`src/hw/rtl/cse_pkg.sv`:
```
`default_nettype none
// ----------------------------------------------------------------------------
// cse_pkg
// Shared types and constants of the chained sprite entry expander.
// ----------------------------------------------------------------------------
package cse_pkg;

	localparam int unsigned CFG_IDX_W  = 2;
	localparam int unsigned CFG_DATA_W = 4;

	// register indexes of the configuration port
	localparam logic [CFG_IDX_W-1:0] REG_SPRITE_X_OFFSET = 2'd0;
	localparam logic [CFG_IDX_W-1:0] REG_SCREEN_FLIPPED  = 2'd1;

	// position decode constants
	localparam logic [8:0]  X_WRAP_LIMIT = 9'd496;
	localparam logic [8:0]  Y_ORIGIN     = 9'd256;
	localparam logic [9:0]  FLIP_X_BASE  = 10'd304;
	localparam logic [10:0] FLIP_Y_BASE  = 11'd240;
	localparam logic [10:0] TILE_STEP    = 11'd16;

	// controller to datapath
	typedef struct packed {
		logic cap;   // latch the entry at the input port
		logic load;  // move the latched entry to the output tile register
		logic step;  // advance the output tile register to the next chained tile
	} cmd_t;

	// datapath to controller
	typedef struct packed {
		logic in_enable; // enable bit of the entry at the input port
		logic last;      // output tile register holds the final tile of its chain
	} sts_t;

endpackage : cse_pkg
`default_nettype wire

```
`src/hw/rtl/cse_if.sv`:
```
`default_nettype none
// ----------------------------------------------------------------------------
// cse_if
// Handshake channels of the expander: configuration, entry in, tile out.
// ----------------------------------------------------------------------------
interface cse_cfg_if;
	import cse_pkg::*;
	logic                  valid;
	logic                  ready;
	logic [CFG_IDX_W-1:0]  index;
	logic [CFG_DATA_W-1:0] data;

	modport source (output valid, index, data, input ready);
	modport sink (input valid, index, data, output ready);
endinterface : cse_cfg_if

interface cse_entry_if;
	logic        valid;
	logic        ready;
	logic [15:0] y_word;
	logic [15:0] attr_word;
	logic [15:0] number_low_word;
	logic [15:0] number_high_word;
	logic [15:0] colour_word;
	logic [15:0] x_word;

	modport source (output valid, y_word, attr_word, number_low_word, number_high_word,
		colour_word, x_word, input ready);
	modport sink (input valid, y_word, attr_word, number_low_word, number_high_word,
		colour_word, x_word, output ready);
endinterface : cse_entry_if

interface cse_tile_if;
	logic               valid;
	logic               ready;
	logic        [15:0] tile_number;
	logic        [3:0]  colour_bank;
	logic               mirror_x;
	logic               mirror_y;
	logic signed [9:0]  screen_x;
	logic signed [10:0] screen_y;
	logic               last_tile;

	modport source (output valid, tile_number, colour_bank, mirror_x, mirror_y, screen_x,
		screen_y, last_tile, input ready);
	modport sink (input valid, tile_number, colour_bank, mirror_x, mirror_y, screen_x,
		screen_y, last_tile, output ready);
endinterface : cse_tile_if
`default_nettype wire

```
`src/hw/rtl/chained_sprite_entry_expander_top.sv`:
```
`default_nettype none
// An accepted entry is held in the holding register, then its first tile is loaded
// into the output tile register. Throughput: an enabled entry emits one tile per cycle
// while tile.ready is high, over its chain length of 1 to 8; the holding register frees
// only as it loads. A disabled entry is accepted and produces nothing.
// The next entry is taken into a holding register while the current chain is emitted.
// Reset: arst_n asynchronous, clears control state and the configuration registers.
// ----------------------------------------------------------------------------
// chained_sprite_entry_expander_top
// Expands one sprite list entry into its chain of tile commands.
// ----------------------------------------------------------------------------
module chained_sprite_entry_expander_top (
	input  logic        clk,
	input  logic        arst_n,
	cse_cfg_if.sink     cfg,
	cse_entry_if.sink   entry,
	cse_tile_if.source  tile
);
	import cse_pkg::*;

	cmd_t cmd;
	sts_t sts;

	assign cfg.ready = 1'b1;

	cse_ctrl u_ctrl (
		.clk       (clk),
		.arst_n    (arst_n),
		.in_valid  (entry.valid),
		.in_ready  (entry.ready),
		.out_valid (tile.valid),
		.out_ready (tile.ready),
		.sts       (sts),
		.cmd       (cmd)
	);

	cse_datapath u_dp (
		.clk              (clk),
		.arst_n           (arst_n),
		.cmd              (cmd),
		.sts              (sts),
		.cfg_we           (cfg.valid),
		.cfg_index        (cfg.index),
		.cfg_data         (cfg.data),
		.y_word           (entry.y_word),
		.attr_word        (entry.attr_word),
		.number_low_word  (entry.number_low_word),
		.number_high_word (entry.number_high_word),
		.colour_word      (entry.colour_word),
		.x_word           (entry.x_word),
		.tile_number      (tile.tile_number),
		.colour_bank      (tile.colour_bank),
		.mirror_x         (tile.mirror_x),
		.mirror_y         (tile.mirror_y),
		.screen_x         (tile.screen_x),
		.screen_y         (tile.screen_y),
		.last_tile        (tile.last_tile)
	);

endmodule : chained_sprite_entry_expander_top
`default_nettype wire

```
`src/hw/rtl/cse_datapath.sv`:
```
`default_nettype none
// ----------------------------------------------------------------------------
// cse_datapath
// Config registers, entry decode, entry holding register and tile generator.
// ----------------------------------------------------------------------------
module cse_datapath (
	input  logic                           clk,
	input  logic                           arst_n,
	input  cse_pkg::cmd_t                  cmd,
	output cse_pkg::sts_t                  sts,
	input  logic                           cfg_we,
	input  logic [cse_pkg::CFG_IDX_W-1:0]  cfg_index,
	input  logic [cse_pkg::CFG_DATA_W-1:0] cfg_data,
	input  logic [15:0]                    y_word,
	input  logic [15:0]                    attr_word,
	input  logic [15:0]                    number_low_word,
	input  logic [15:0]                    number_high_word,
	input  logic [15:0]                    colour_word,
	input  logic [15:0]                    x_word,
	output logic [15:0]                    tile_number,
	output logic [3:0]                     colour_bank,
	output logic                           mirror_x,
	output logic                           mirror_y,
	output logic signed [9:0]              screen_x,
	output logic signed [10:0]             screen_y,
	output logic                           last_tile
);
	import cse_pkg::*;

	logic [3:0]  off_q;
	logic        flip_q;

	logic [8:0]  x9;
	logic [9:0]  x_dec;
	logic [9:0]  x_off;
	logic [9:0]  x_pos;
	logic [8:0]  y9;
	logic [8:0]  y_raw;
	logic [10:0] y_dec;
	logic [10:0] y_pos;
	logic [10:0] y_start;
	logic [10:0] span;
	logic        mx;
	logic        my;

	logic [15:0] ent_tile_q;
	logic [3:0]  ent_bank_q;
	logic        ent_mx_q;
	logic        ent_my_q;
	logic [9:0]  ent_x_q;
	logic [10:0] ent_y_q;
	logic [2:0]  ent_cnt_q;

	logic [15:0] tile_q;
	logic [3:0]  bank_q;
	logic        mx_q;
	logic        my_q;
	logic [9:0]  x_q;
	logic [10:0] y_q;
	logic [2:0]  rem_q;

	always_ff @(posedge clk or negedge arst_n) begin
		if (!arst_n) begin
			off_q  <= '0;
			flip_q <= 1'b0;
		end else if (cfg_we) begin
			unique case (cfg_index)
				REG_SPRITE_X_OFFSET: off_q  <= cfg_data;
				REG_SCREEN_FLIPPED:  flip_q <= cfg_data[0];
				default: ;
			endcase
		end
	end

	always_comb begin
		x9    = {attr_word[2], x_word[7:0]};
		// values past the right edge wrap to the left of the screen
		x_dec = (x9 > X_WRAP_LIMIT) ? {1'b1, x9} : {1'b0, x9};
		x_off = x_dec + {6'd0, off_q};
		y9    = {attr_word[1], y_word[7:0]};
		y_raw = Y_ORIGIN - y9;
		y_dec = {2'b00, y_raw} - TILE_STEP;
		span  = {4'd0, attr_word[7:5], 4'd0};
		mx    = attr_word[4] ^ flip_q;
		my    = attr_word[3] ^ flip_q;
		if (flip_q) begin
			x_pos = FLIP_X_BASE - x_off;
			// the horizontal offset also lands on y here
			y_pos = FLIP_Y_BASE - y_dec - {7'd0, off_q};
		end else begin
			x_pos = x_off;
			y_pos = y_dec;
		end
		// first tile of the chain; later tiles move 16 down when my is set, else up
		if (!flip_q && my) begin
			y_start = y_pos - span;
		end else if (flip_q && !my) begin
			y_start = y_pos + span;
		end else begin
			y_start = y_pos;
		end
	end

	always_ff @(posedge clk) begin
		if (cmd.cap) begin
			ent_tile_q <= {number_high_word[7:0], number_low_word[7:0]};
			ent_bank_q <= colour_word[3:0];
			ent_mx_q   <= mx;
			ent_my_q   <= my;
			ent_x_q    <= x_pos;
			ent_y_q    <= y_start;
			ent_cnt_q  <= attr_word[7:5];
		end
	end

	always_ff @(posedge clk) begin
		if (cmd.load) begin
			tile_q <= ent_tile_q;
			bank_q <= ent_bank_q;
			mx_q   <= ent_mx_q;
			my_q   <= ent_my_q;
			x_q    <= ent_x_q;
			y_q    <= ent_y_q;
			rem_q  <= ent_cnt_q;
		end else if (cmd.step) begin
			tile_q <= tile_q + 16'd1;
			y_q    <= my_q ? (y_q + TILE_STEP) : (y_q - TILE_STEP);
			rem_q  <= rem_q - 3'd1;
		end
	end

	assign sts.in_enable = attr_word[0];
	assign sts.last      = (rem_q == 3'd0);

	assign tile_number = tile_q;
	assign colour_bank = bank_q;
	assign mirror_x    = mx_q;
	assign mirror_y    = my_q;
	assign screen_x    = x_q;
	assign screen_y    = y_q;
	assign last_tile   = (rem_q == 3'd0);

endmodule : cse_datapath
`default_nettype wire

```
`src/hw/rtl/cse_ctrl.sv`:
```
`default_nettype none
// ----------------------------------------------------------------------------
// cse_ctrl
// Controller: entry holding flag and tile emission state machine.
// ----------------------------------------------------------------------------
module cse_ctrl (
	input  logic          clk,
	input  logic          arst_n,
	input  logic          in_valid,
	output logic          in_ready,
	output logic          out_valid,
	input  logic          out_ready,
	input  cse_pkg::sts_t sts,
	output cse_pkg::cmd_t cmd
);
	import cse_pkg::*;

	localparam logic ST_IDLE = 1'b0;
	localparam logic ST_EMIT = 1'b1;

	logic state_q;
	logic state_d;
	logic ent_full_q;
	logic ent_full_d;
	logic out_fire;
	logic out_free;

	always_comb begin
		out_fire = (state_q == ST_EMIT) && out_ready;
		// output register can take a new entry when empty or on its last beat
		out_free = (state_q == ST_IDLE) || (out_fire && sts.last);
		in_ready = !ent_full_q;
		cmd.cap  = in_valid && !ent_full_q;
		cmd.load = ent_full_q && out_free;
		cmd.step = out_fire && !sts.last;

		ent_full_d = ent_full_q;
		if (cmd.load) begin
			ent_full_d = 1'b0;
		end else if (cmd.cap && sts.in_enable) begin
			ent_full_d = 1'b1;
		end

		state_d = state_q;
		unique case (state_q)
			ST_IDLE: begin
				if (cmd.load) begin
					state_d = ST_EMIT;
				end
			end
			ST_EMIT: begin
				if (out_fire && sts.last && !cmd.load) begin
					state_d = ST_IDLE;
				end
			end
			default: state_d = ST_IDLE;
		endcase
	end

	always_ff @(posedge clk or negedge arst_n) begin
		if (!arst_n) begin
			state_q    <= ST_IDLE;
			ent_full_q <= 1'b0;
		end else begin
			state_q    <= state_d;
			ent_full_q <= ent_full_d;
		end
	end

	assign out_valid = (state_q == ST_EMIT);

endmodule : cse_ctrl
`default_nettype wire

```
`src/flat_wrapper.sv`:
```
// flat-port wrapper written by rule: the top's interface ports become plain ports
module chained_sprite_entry_expander_top_flat import cse_pkg::*;
  (clk, arst_n, cfg_valid, cfg_index, cfg_data, cfg_ready, entry_valid, entry_y_word, entry_attr_word, entry_number_low_word, entry_number_high_word, entry_colour_word, entry_x_word, entry_ready, tile_valid, tile_tile_number, tile_colour_bank, tile_mirror_x, tile_mirror_y, tile_screen_x, tile_screen_y, tile_last_tile, tile_ready);
  cse_cfg_if cfg_i ();
  cse_entry_if entry_i ();
  cse_tile_if tile_i ();
  input  logic clk;
  input  logic arst_n;
  input wire logic [$bits(cfg_i.valid)-1:0] cfg_valid;
  input wire logic [$bits(cfg_i.index)-1:0] cfg_index;
  input wire logic [$bits(cfg_i.data)-1:0] cfg_data;
  output wire logic [$bits(cfg_i.ready)-1:0] cfg_ready;
  input wire logic [$bits(entry_i.valid)-1:0] entry_valid;
  input wire logic [$bits(entry_i.y_word)-1:0] entry_y_word;
  input wire logic [$bits(entry_i.attr_word)-1:0] entry_attr_word;
  input wire logic [$bits(entry_i.number_low_word)-1:0] entry_number_low_word;
  input wire logic [$bits(entry_i.number_high_word)-1:0] entry_number_high_word;
  input wire logic [$bits(entry_i.colour_word)-1:0] entry_colour_word;
  input wire logic [$bits(entry_i.x_word)-1:0] entry_x_word;
  output wire logic [$bits(entry_i.ready)-1:0] entry_ready;
  output wire logic [$bits(tile_i.valid)-1:0] tile_valid;
  output wire logic [$bits(tile_i.tile_number)-1:0] tile_tile_number;
  output wire logic [$bits(tile_i.colour_bank)-1:0] tile_colour_bank;
  output wire logic [$bits(tile_i.mirror_x)-1:0] tile_mirror_x;
  output wire logic [$bits(tile_i.mirror_y)-1:0] tile_mirror_y;
  output wire logic [$bits(tile_i.screen_x)-1:0] tile_screen_x;
  output wire logic [$bits(tile_i.screen_y)-1:0] tile_screen_y;
  output wire logic [$bits(tile_i.last_tile)-1:0] tile_last_tile;
  input wire logic [$bits(tile_i.ready)-1:0] tile_ready;
  assign cfg_i.valid = cfg_valid;
  assign cfg_i.index = cfg_index;
  assign cfg_i.data = cfg_data;
  assign cfg_ready = cfg_i.ready;
  assign entry_i.valid = entry_valid;
  assign entry_i.y_word = entry_y_word;
  assign entry_i.attr_word = entry_attr_word;
  assign entry_i.number_low_word = entry_number_low_word;
  assign entry_i.number_high_word = entry_number_high_word;
  assign entry_i.colour_word = entry_colour_word;
  assign entry_i.x_word = entry_x_word;
  assign entry_ready = entry_i.ready;
  assign tile_valid = tile_i.valid;
  assign tile_tile_number = tile_i.tile_number;
  assign tile_colour_bank = tile_i.colour_bank;
  assign tile_mirror_x = tile_i.mirror_x;
  assign tile_mirror_y = tile_i.mirror_y;
  assign tile_screen_x = tile_i.screen_x;
  assign tile_screen_y = tile_i.screen_y;
  assign tile_last_tile = tile_i.last_tile;
  assign tile_i.ready = tile_ready;
  chained_sprite_entry_expander_top u_core (.clk(clk), .arst_n(arst_n), .cfg(cfg_i), .entry(entry_i), .tile(tile_i));
endmodule
```
`config.mk`:
```
export PLATFORM = sky130hd
export DESIGN_NAME = chained_sprite_entry_expander_top_flat
export DESIGN_NICKNAME = d
export VERILOG_FILES = /design/src/hw/rtl/cse_pkg.sv /design/src/hw/rtl/cse_if.sv /design/src/hw/rtl/chained_sprite_entry_expander_top.sv /design/src/hw/rtl/cse_datapath.sv /design/src/hw/rtl/cse_ctrl.sv /design/src/flat_wrapper.sv
export SDC_FILE = /design/constraint.sdc
export NUM_CORES = 1
export LEC_CHECK = 0
export BUFFER_PORTS_ARGS = -buffer_cell sky130_fd_sc_hd__buf_2
export CAP_MARGIN = 40
export CORE_MARGIN = 10
export CORE_UTILIZATION = 50
export CTS_CLUSTER_SIZE = 25
export DETAILED_ROUTE_END_ITERATION = 10
export PLACE_DENSITY = 0.77
export SYNTH_ARGS = -nofsm -noshare
export SYNTH_HDL_FRONTEND = slang
export SYNTH_SLANG_ARGS = --single-unit
```
`constraint.sdc`:
```
create_clock -name clk -period 4.3 [get_ports clk]
set_clock_uncertainty 0.1 [all_clocks]
set_input_delay 0.645 -clock clk [delete_from_list [all_inputs] [get_ports clk]]
set_output_delay 0.645 -clock clk [all_outputs]
set_load 0.005 [all_outputs]
```
==> key figures <==
Outcome
  • Outcome: finished, final reports clean

Synth
  • Mux contribution to synthesized area: 0.0177
  • Synth Flop Type: edfxtp_1
  • Post-synth cell types: 49
  • Post-synthesis compound-gate area fraction: 0.0915
  • Cells after synthesis: 476
  • Net Count, Synth: 620
  • Synth Area in Simple Gates: 0.135
  • EDFF count, synth: 92
  • Sequential-to-total area share from yosys stat: 0.541
  • Asr flop ratio synth: 0.0707
  • Largest family of logic cells by synthesized area: simple AND/OR/NAND/NOR gates
  • Yosys warns: 0
  • Flops & latches, synth: around 100
  • Synth Area in Adders: 0.0921
  • Synth Area in XOR/XNOR: 0.0896
  • Synth Cell Area: around 5400 µm²
  • Avg Inst Size Synth: ~11 µm²

Timing
  • RSZ-0062 raised after global routing: no
  • Final Hold Viols: 0
  • Slew Limit Fails: 0
  • Hold slack: 0.318 ns
  • Worst slew margin: 0.537
  • Final setup vio count: 0
  • Final Cycle Share: 0.919
  • Min cycle time layout: 3.95 ns
  • Measured slew at the worst slew-check pin: 0.693 ns
  • Fmax achieved: around 250 MHz

Clock tree
  • CTS Buffer Depth: 2
  • H-tree lvl count: 3
  • Reg clk slew, reported paths: 0.09 ns
  • Clock sink count: just under 100
  • Worst-skew pair later-pin latency: around 0.36 ns
  • CTS tree: built
  • Cts bufs inserted: 9
  • CTS Root Cell: clkbuf_8

Global routing
  • Antenna violations before repair: 1
  • Largest net degree at the start of global routing: 40
  • Vias in the first global route: 3823
  • Grt ovf: 0
  • GRT Total Usage: 0.143
  • First-pass GRT wire length: around 18 mm

Floorplan
  • Die Width: between 100 and 150 µm
  • IO Count: between 150 and 200
  • Full die area: about 15000 µm²
  • Core area: 10500 µm²
  • Std-Cell Rows: 37
  • Starting density of the core: 0.519
  • Die height: around 120 µm

Worst setup path
  • Startpoint Class: input port
  • FF-to-FF Start: u_core.u_dp.off_q[1]$_DFFE_PN0P_
  • Critical Path RT: between 4 and 5 ns
  • Kind of critical path: input port to register
  • Reg-to-Reg End: u_core.u_dp.ent_y_q[10]$_DFFE_PP_
  • R2r setup slk: 0.63 ns
  • Reg2reg path depth: 16
  • Worst EP arrival: roughly 4.0 ns
  • Worst setup EP type: register
  • Crit path max fanout: 4

Placement
  • Dpl hpwl: 8.92 mm
  • # port buffers: 100
  • GPL Wtd Cong: approximately 0.86
  • Area after DPL: 6190 µm²

Route
  • DR vias: between 3000 and 4000
  • DRC Markers: 0
  • Antenna-violating nets left: 0
  • Final wirelength: 11.3 mm
  • TritonRoute pass-1 iters: 4
  • DR vias/cell: between 5 and 6
  • Avg WL per Cell: 15.5 µm
  • DR iter-0 viols: about 170

Power and ir drop
  • Net Sw Power: 0.00119 W
  • PD cells: about 560 nW/µm²
  • Flop pwr share: 0.460
  • Sw Share: 0.334
  • Clock Power Share: 0.171
  • Internal Pwr Total: 0.00237 W
  • Cell leakage power: 2.55 nW
  • VDD IR-drop max: approximately 0.00033 V
  • Comb pwr share: 0.369

Final layout
  • Design area: between 6000 and 7000 µm²
  • Share of layout cells above drive strength 1: 0.240
  • Area delta synth->final: 18.1%
  • Net count, final: 730
  • Most frequent cells in the layout: buf_2 (100), edfxtp_1 (92), nand2_1 (60)
  • Util after Layout: 0.613
  • Commonest non-fill, non-tap cell in the layout: buf_2

Worst hold path
  • Hold WC Path Type: register to register
  • Worst Hold Path EP: u_core.u_dp.screen_x[5]$_DFFE_PP_
  • Min-delay src: u_core.u_dp.ent_x_q[5]$_DFFE_PP_
  • Worst Hold Depth: 0

Flow run
  • Max-cap violation count: 0
critical path: stages:
cell	delay [ns]
buf_2	0.11
inv_1	0.06
ha_1	0.31
ha_1	0.29
inv_1	0.08
ha_1	0.16
inv_1	0.05
fa_1	0.41
nor2b_1	0.12
o21ai_0	0.12
a21oi_1	0.21
xnor2_1	0.17
buf_4	0.18
fa_1	0.45
nand2_1	0.09
and3_1	0.19
nand2_1	0.07
mux2i_1	0.18
xnor2_1	0.09
area by class of cell:
| type | count | area [µm²] |
|---|---|---|
| fill | 868 | 4050 |
| clock inverter | 5 | 61.3 |
| sequential | 99 | 2940 |
| inverter | 32 | 120 |
| multi-input combinational | 331 | 2340 |
| clock buffer | 11 | 151 |
| antenna | 1 | 2.50 |
| tap | 136 | 170 |
| timing repair buffer | 113 | 633 |
how the worst max path moves through the flow:
stage,cells past startpoint,end,slack (ns),start
after global placement,19,u_core.u_dp.ent_y_q[10]$_DFFE_PP_,0.13,entry_y_word[0]
after detailed placement,19,u_core.u_dp.ent_y_q[10]$_DFFE_PP_,-0.02,entry_y_word[0]
after CTS,19,u_core.u_dp.ent_y_q[10]$_DFFE_PP_,0.38,entry_y_word[0]
after global routing,19,u_core.u_dp.ent_y_q[10]$_DFFE_PP_,0.06,entry_y_word[0]
final,19,u_core.u_dp.ent_y_q[10]$_DFFE_PP_,0.35,entry_y_word[0]
after floorplan,16,u_core.u_dp.ent_y_q[9]$_DFFE_PP_,0.45,entry_y_word[1]
flip-flops by register name, summed over array words and instances (netlist names), 3 cells and up:
signal and count:
u_core.u_dp.colour_bank 4, u_core.u_dp.ent_bank_q 4, u_core.u_dp.ent_cnt_q 3, u_core.u_dp.ent_tile_q 16, u_core.u_dp.ent_x_q 10, u_core.u_dp.ent_y_q 11
u_core.u_dp.off_q 4, u_core.u_dp.rem_q 3, u_core.u_dp.screen_x 10, u_core.u_dp.screen_y 11, u_core.u_dp.tile_number 16
Yosys cell counts, types with 4 or more instances:
| master | count | area share |
|---|---|---|
| xnor2_1 | 38 | 0.061 |
| xor2_1 | 15 | 0.024 |
| nand2b_1 | 5 | 0.0058 |
| edfxtp_1 | 92 | 0.51 |
| nor2b_1 | 9 | 0.010 |
| a21o_1 | 6 | 0.0083 |
| a21oi_1 | 18 | 0.017 |
| mux2_2 | 5 | 0.010 |
| ha_1 | 32 | 0.074 |
| clkbuf_1 | 11 | 0.0076 |
| nand3_1 | 10 | 0.0092 |
| nor2_1 | 23 | 0.016 |
| nand2_1 | 60 | 0.041 |
| and3_1 | 5 | 0.0058 |
| and2_1 | 6 | 0.0069 |
| mux2i_1 | 4 | 0.0074 |
| nand3b_1 | 4 | 0.0055 |
| nor3_1 | 7 | 0.0064 |
| inv_1 | 32 | 0.022 |
| dfrtp_1 | 7 | 0.032 |
| o21ai_0 | 43 | 0.040 |
| fa_1 | 5 | 0.018 |
routing by layer:
metal,GRT usage,share of wire,up-vias
met2,0.252,0.51,102
met4,0.0484,0.018,0
met3,0.0425,0.049,16
met5,0,0,-
li1,-,-,1905
met1,0.160,0.43,1819
power by group through the flow:
stage	Clock [W]	Sequential (W)	Combinational, W
after floorplan	0	0.00166	0.000833
after global placement	0	0.00165	0.00124
after detailed placement	0	0.00166	0.00132
after CTS	0.000631	0.00164	0.00134
after global routing	0.000670	0.00167	0.00149
final	0.000609	0.00164	0.00132
cell families after synthesis:
family | count (synthesis)
xor gates and xnor gates | 54
adders and majority gates | 37
and+or+nand+nor | 145
DFF | 99
AOI/OAI and AO/OA | 85
buffers and inverters | 46
other | 1
muxes | 9
repair_timing:
action | in CTS | in global routing
buffers inserted | 0 | 0
gates resized for setup | 0 | 0
endpoints found under the hold margin | 2 | 0
hold buffers | 1 | 0
per-stage QoR:
step | power (W) | setup TNS [ns] | setup slack, ns | instances
floorplan | 0.00249 | 0 | 0.454 | 476
global placement | 0.00289 | 0 | 0.133 | 709
detailed placement | 0.00299 | -0.0197 | -0.0197 | 710
CTS | 0.00361 | 0 | 0.379 | 727
global route | 0.00383 | 0 | 0.0555 | 728
finish | 0.00357 | 0 | 0.347 | 728
(Power assumes the default switching activity.)
